==> src/rtl/decimal_seven_segment_scan_core_macros.svh <==
// Assertion macros shared by the display scan core
`ifndef DECIMAL_SEVEN_SEGMENT_SCAN_CORE_MACROS_SVH
`define DECIMAL_SEVEN_SEGMENT_SCAN_CORE_MACROS_SVH

// Same-cycle implication, disabled while reset is held
`define DSS_ASSERT_NOW(label, clk, rst_n, ante, cons, msg) \
  label: assert property (@(posedge clk) disable iff (!rst_n) (ante) |-> (cons)) \
    else $error(msg);

// Next-cycle implication, disabled while reset is held
`define DSS_ASSERT_NEXT(label, clk, rst_n, ante, cons, msg) \
  label: assert property (@(posedge clk) disable iff (!rst_n) (ante) |=> (cons)) \
    else $error(msg);

`endif

==> src/rtl/dss_pkg.sv <==
// Types, constants and segment encoding for the display scan core
`timescale 1ns / 1ps

package dss_pkg;

  localparam int MAX_DIGITS = 8;
  localparam int VALUE_W    = 27;
  localparam int POS_W      = 3;
  localparam int SYM_W      = 8;
  localparam int SEG_W      = 8;
  localparam int BCD_W      = 4;

  // floor(v / 10) = (v * DIV10_MULT) >> DIV10_SHIFT, exact for any 27-bit v
  localparam logic [VALUE_W-1:0] DIV10_MULT  = 27'd107374183;
  localparam int                 DIV10_SHIFT = 30;

  localparam logic [SEG_W-1:0] SEG_BLANK = 8'h00;
  localparam logic [SEG_W-1:0] SEG_POINT = 8'h80;

  localparam logic [SEG_W-1:0] SEG_TABLE [16] = '{
    8'h3f, 8'h06, 8'h5b, 8'h4f, 8'h66, 8'h6d, 8'h7d, 8'h07,
    8'h7f, 8'h6f, 8'h77, 8'h7c, 8'h39, 8'h5e, 8'h79, 8'h71
  };

  localparam logic REQ_NUMBER = 1'b0;
  localparam logic REQ_SYMBOL = 1'b1;

  typedef struct packed {
    logic               req_type;
    logic [VALUE_W-1:0] number_value;
    logic [POS_W-1:0]   digit_position;
    logic [SYM_W-1:0]   symbol_code;
  } in_t;

  typedef struct packed {
    logic [POS_W-1:0] select_lines;
    logic [SEG_W-1:0] segment_pattern;
    logic             last_digit;
  } out_t;

  // Item moving through the divide chain
  typedef struct packed {
    logic                                req_type;
    logic [VALUE_W-1:0]                  rest;
    logic [POS_W-1:0]                    digit_position;
    logic [SYM_W-1:0]                    symbol_code;
    logic [MAX_DIGITS-1:0][BCD_W-1:0]    digits;
  } stg_t;

  // Item after segment encoding; a symbol request keeps its pattern in slot 0
  typedef struct packed {
    logic                             req_type;
    logic [POS_W-1:0]                 digit_position;
    logic [MAX_DIGITS-1:0][SEG_W-1:0] pats;
  } pat_t;

  function automatic logic [SEG_W-1:0] pattern_of(input logic [VALUE_W-1:0] code);
    logic [BCD_W-1:0] letter_idx;
    letter_idx = code[BCD_W-1:0] + 4'd9;  // 'A'..'F' map to table slots 10..15
    if (code <= 27'd9)
      return SEG_TABLE[code[BCD_W-1:0]];
    else if (code >= 27'd65 && code <= 27'd70)
      return SEG_TABLE[letter_idx];
    else if (code == 27'd46)
      return SEG_POINT;
    else
      return SEG_BLANK;
  endfunction

endpackage

==> src/rtl/dss_serializer.sv <==
// Spreads an encoded item into per-digit transactions behind an output register
`timescale 1ns / 1ps

module dss_serializer #(
  parameter int DIGIT_COUNT = 8
) (
  input  logic          clk,
  input  logic          rst_n,
  input  logic          up_valid,
  output logic          up_ready,
  input  dss_pkg::pat_t up_data,
  output logic          out_valid,
  input  logic          out_ready,
  output dss_pkg::out_t out_data
);

  localparam logic [dss_pkg::POS_W-1:0] LAST_IDX = dss_pkg::POS_W'(DIGIT_COUNT - 1);

  logic                        buf_v_r;
  dss_pkg::pat_t               buf_r;
  logic [dss_pkg::POS_W-1:0]   idx_r;
  logic                        out_v_r;
  dss_pkg::out_t               out_r;
  dss_pkg::out_t               emit_nxt;
  logic                        out_load;
  logic                        buf_last;
  logic                        emit;

  assign out_load = !out_v_r || out_ready;
  assign buf_last = (buf_r.req_type == dss_pkg::REQ_SYMBOL) || (idx_r == LAST_IDX);
  assign emit     = buf_v_r && out_load;
  assign up_ready = !buf_v_r || (out_load && buf_last);

  always_comb begin
    if (buf_r.req_type == dss_pkg::REQ_SYMBOL) begin
      emit_nxt.select_lines    = ~buf_r.digit_position;
      emit_nxt.segment_pattern = buf_r.pats[0];
    end else begin
      emit_nxt.select_lines    = ~idx_r;
      emit_nxt.segment_pattern = buf_r.pats[idx_r];
    end
    emit_nxt.last_digit = buf_last;
  end

  always_ff @(posedge clk) begin
    if (!rst_n) begin
      buf_v_r <= 1'b0;
      idx_r   <= '0;
      out_v_r <= 1'b0;
    end else begin
      if (out_load) begin
        out_v_r <= buf_v_r;
      end
      if (up_valid && up_ready) begin
        buf_v_r <= 1'b1;
        idx_r   <= '0;
      end else if (emit) begin
        // drop the item once its final digit has gone out
        if (buf_last) begin
          buf_v_r <= 1'b0;
        end
        idx_r <= idx_r + dss_pkg::POS_W'(1);
      end
    end
  end

  always_ff @(posedge clk) begin
    if (up_valid && up_ready) begin
      buf_r <= up_data;
    end
    if (emit) begin
      out_r <= emit_nxt;
    end
  end

  assign out_valid = out_v_r;
  assign out_data  = out_r;

endmodule

==> config.mk <==
export PLATFORM = sky130hd
export DESIGN_NAME = dss_serializer
export DESIGN_NICKNAME = d
export VERILOG_FILES = /design/src/rtl/decimal_seven_segment_scan_core_macros.svh /design/src/rtl/dss_pkg.sv /design/src/rtl/dss_serializer.sv
export SDC_FILE = /design/constraint.sdc
export NUM_CORES = 1
export LEC_CHECK = 0
export ABC_AREA = 1
export BUFFER_PORTS_ARGS = -buffer_cell sky130_fd_sc_hd__buf_2
export CAP_MARGIN = 20
export CORE_MARGIN = 2
export CORE_UTILIZATION = 55
export DETAILED_ROUTE_END_ITERATION = 10
export PLACE_DENSITY = 0.94
export SLEW_MARGIN = 0
export SYNTH_ARGS = -nofsm -noshare
export SYNTH_HDL_FRONTEND = slang
export SYNTH_SLANG_ARGS = --single-unit
==> constraint.sdc <==
create_clock -name clk -period 4.01 [get_ports clk]
set_input_delay 0.401 -clock clk [delete_from_list [all_inputs] [get_ports clk]]
set_output_delay 0.401 -clock clk [all_outputs]
set_load 0.1 [all_outputs]
==> flow_metrics.env <==
export IMPL_status="finished clean"
export IMPL_hold_path_class="input port to register"
export IMPL_grt_pass1_wl_um=11210
export IMPL_yosys_area_top_type_share=0.6784
export IMPL_rsz0062_at_grt="no"
export IMPL_synthCells=311
export IMPL_post_drt_wl_per_cell_um=14.07
export IMPL_dr_first_iter_drc_count=177
export IMPL_synthXorXnorAreaFrac=0
export IMPL_setup_viol=0
export IMPL_dp_cells=464
export IMPL_clkSinkCount=85
export IMPL_hold_buffers=0
export IMPL_final_cells=480
export IMPL_synth_top_family_by_area="simple AND/OR/NAND/NOR gates"
export IMPL_design_die_area_mm2=0.007096
export IMPL_ctsResizeCount=0
export IMPL_worst_path_max_delay_cell="edfxtp_1"
export IMPL_cts_htree_levels=3
export IMPL_synth_fp_nets=385
export IMPL_diodes=0
export IMPL_synthMuxAreaShare=0
export IMPL_yosys_cell_types_count=20
export IMPL_post_cts_buffers=0
export IMPL_gp_congestion=0.8303
export IMPL_area_delta_synth_final_pct=18.02
export IMPL_rows=29
export IMPL_synth_seq_cells=85
export IMPL_io_pins=86
export IMPL_synth_avg_cell_area_um2=11.39
export IMPL_tightest_slew_ns=0.7976
export IMPL_clock_path_buffers=2
export IMPL_synth_compound_area_frac=0.009541
export IMPL_slew_headroom=0.4675
export IMPL_cts_root_buffer="clkbuf_8"
export IMPL_critPathKind="register to register"
export IMPL_cpMostUsedCell="nand2_2"
export IMPL_ir_worst_vdd_mv=0.3499
export IMPL_clkTransAtPathRegs_ns=0.09
export IMPL_synthAdderAreaFrac=0.007067
export IMPL_nets=472
export IMPL_layout_drive_gt1_share=0.2928
export IMPL_finalClockSkew_ns=0.009946
export IMPL_coreArea_mm2=0.006277
export IMPL_cp_cell_sequence="o21ai_2 > nand2_2 > nand2_2 > inv_2 > buf_4"
export IMPL_drc=0
export IMPL_place_ws_ns=1.535
export IMPL_cap_viol_max_count=0
export IMPL_power_total_uw=1873
export IMPL_end_kind="register"
export IMPL_cts_tree="yes"
export IMPL_p_leak_uw=0.001887
export IMPL_critPathMaxFanout=39
export IMPL_arrival_ns=2.50
export IMPL_antenna_found_initial=0
export IMPL_hpwl_um=4736
export IMPL_dieWidth_um=84.24
export IMPL_tns_ns=0
export IMPL_grt_pass1_vias=2474
export IMPL_routed_via_density=5.085
export IMPL_firstDrtPassIters=4
export IMPL_ys_warn_count=0
export IMPL_hold_viol_final=0
export IMPL_vias=2441
export IMPL_cts_buffers=9
export IMPL_overflow=0
export IMPL_timing_final_ws_setup_ns=1.538
export IMPL_totalWireLength_um=6754
export IMPL_synth_area_mm2=0.003541
export IMPL_ys_seq_area_frac=0.7067
export IMPL_grtUsageTotal=0.2092
export IMPL_ant_nets=0
export IMPL_synth_top_cell_by_area="edfxtp_1"
export IMPL_worstSkewPairLatency_ns=0.36
export IMPL_start_util=0.5641
export IMPL_start_kind="register"
export IMPL_drv_slew=0
export IMPL_p_per_area_mw_per_mm2=448.3
export IMPL_cpPeakStageDelay_ns=0.78
export IMPL_die_y_um=84.24
export IMPL_max_freq_mhz=404.6
export IMPL_grt_max_degree=40
export IMPL_synth_area_top_cells="edfxtp_1 68%, nand2_1 11%, nand3_1 6.4%, inv_1 4.6%, dfxtp_1 2.8%"
export IMPL_required_ns=4.04
export IMPL_synthSimpleGateAreaFrac=0.1936
export IMPL_fin_crit_sh=0.6164
export IMPL_port_buffers=85
export IMPL_period_needed_ns=2.472
state kept, by name (all words and copies together) (netlist names):
| register | flops |
|---|---|
| buf_r | 68 |
| buf_v_r | 1 |
| idx_r | 3 |
| out_data | 12 |
| out_valid | 1 |
metal layers:
layer,wire length [um],track usage,up-vias
met5,0,0,-
met4,125,0.08504,0
met3,450,0.05310,10
met2,3668,0.3644,96
met1,2510,0.2486,1144
li1,-,-,1191
final cells by class:
cell class / count / area [um2]
multi-input cells: 167 / 744.5
fillers: 470 / 2098
clock inverters: 7 / 80.08
repair buffers: 88 / 447.9
flip-flops and latches: 85 / 2502
well taps: 77 / 96.34
clock buffers: 9 / 123.9
inverters: 47 / 183.9
synthesized netlist by cell type (all sizes together):
cell type / count
edfxtp: 80
ha: 2
buf: 12
nor2: 7
dfxtp: 5
nand2: 104
or2: 1
inv: 47
o21ai: 1
nand3: 47
a21oi: 5
stage by stage:
step                      instance area, um2  hold slack (ns)    util
after floorplan                         3541           0.4999       -
after global placement                  3975           0.4852  0.6332
after detailed placement                3975           0.4978  0.6332
after CTS                               4179           0.2000  0.6657
after global routing                    4179           0.1837  0.6657
final                                   4179           0.2080  0.6657
cells by family (layout without fill, tap and decap cells):
kind of cell / count (synthesis) / count (layout)
AO/OA/AOI/OAI: 6 / 6
adder cells (fa/ha/maj): 2 / 2
buffers and inverters: 59 / 151
flip-flops: 85 / 85
AND/OR/NAND/NOR: 159 / 159
critical path, delay by kind of cell (launching register included):
family	cells	cell delay (ns)
AOI/OAI and AO/OA	1	0.14
buffers and inverters	2	1.05
DFF	1	0.78
and+or+nand+nor	2	0.16
cell usage in the layout (no fill, tap or decap):
master / count
a21oi_1: 5
buf_2: 85
buf_4: 3
bufinv_16: 1
clkbuf_8: 9
clkinv_2: 1
clkinvlp_4: 1
dfxtp_1: 5
edfxtp_1: 80
ha_1: 2
inv_1: 42
inv_2: 3
inv_4: 1
inv_6: 4
inv_8: 1
nand2_1: 101
nand2_2: 3
nand3_1: 45
nand3_2: 2
nor2_1: 5
nor2_2: 1
nor2_4: 1
o21ai_2: 1
or2_2: 1
power breakdown:
part	internal, uW	switching [uW]
combinational	56.6	143
sequential	1030	19.4
clock	297	323
final timing paths:
| kind | start | endpoint | slack (ns) | depth (start not counted) |
|---|---|---|---|---|
| setup reg to reg | buf_r[67] | buf_r[15] | 1.54 | 5 |
| setup / recovery | buf_r[67] | buf_r[15] | 1.54 | 5 |
| hold / removal | up_data[52] | buf_r[52] | 0.21 | 1 |
| hold reg to reg | out_valid | out_valid | 0.51 | 2 |
Power figures use the tool's default switching activity.
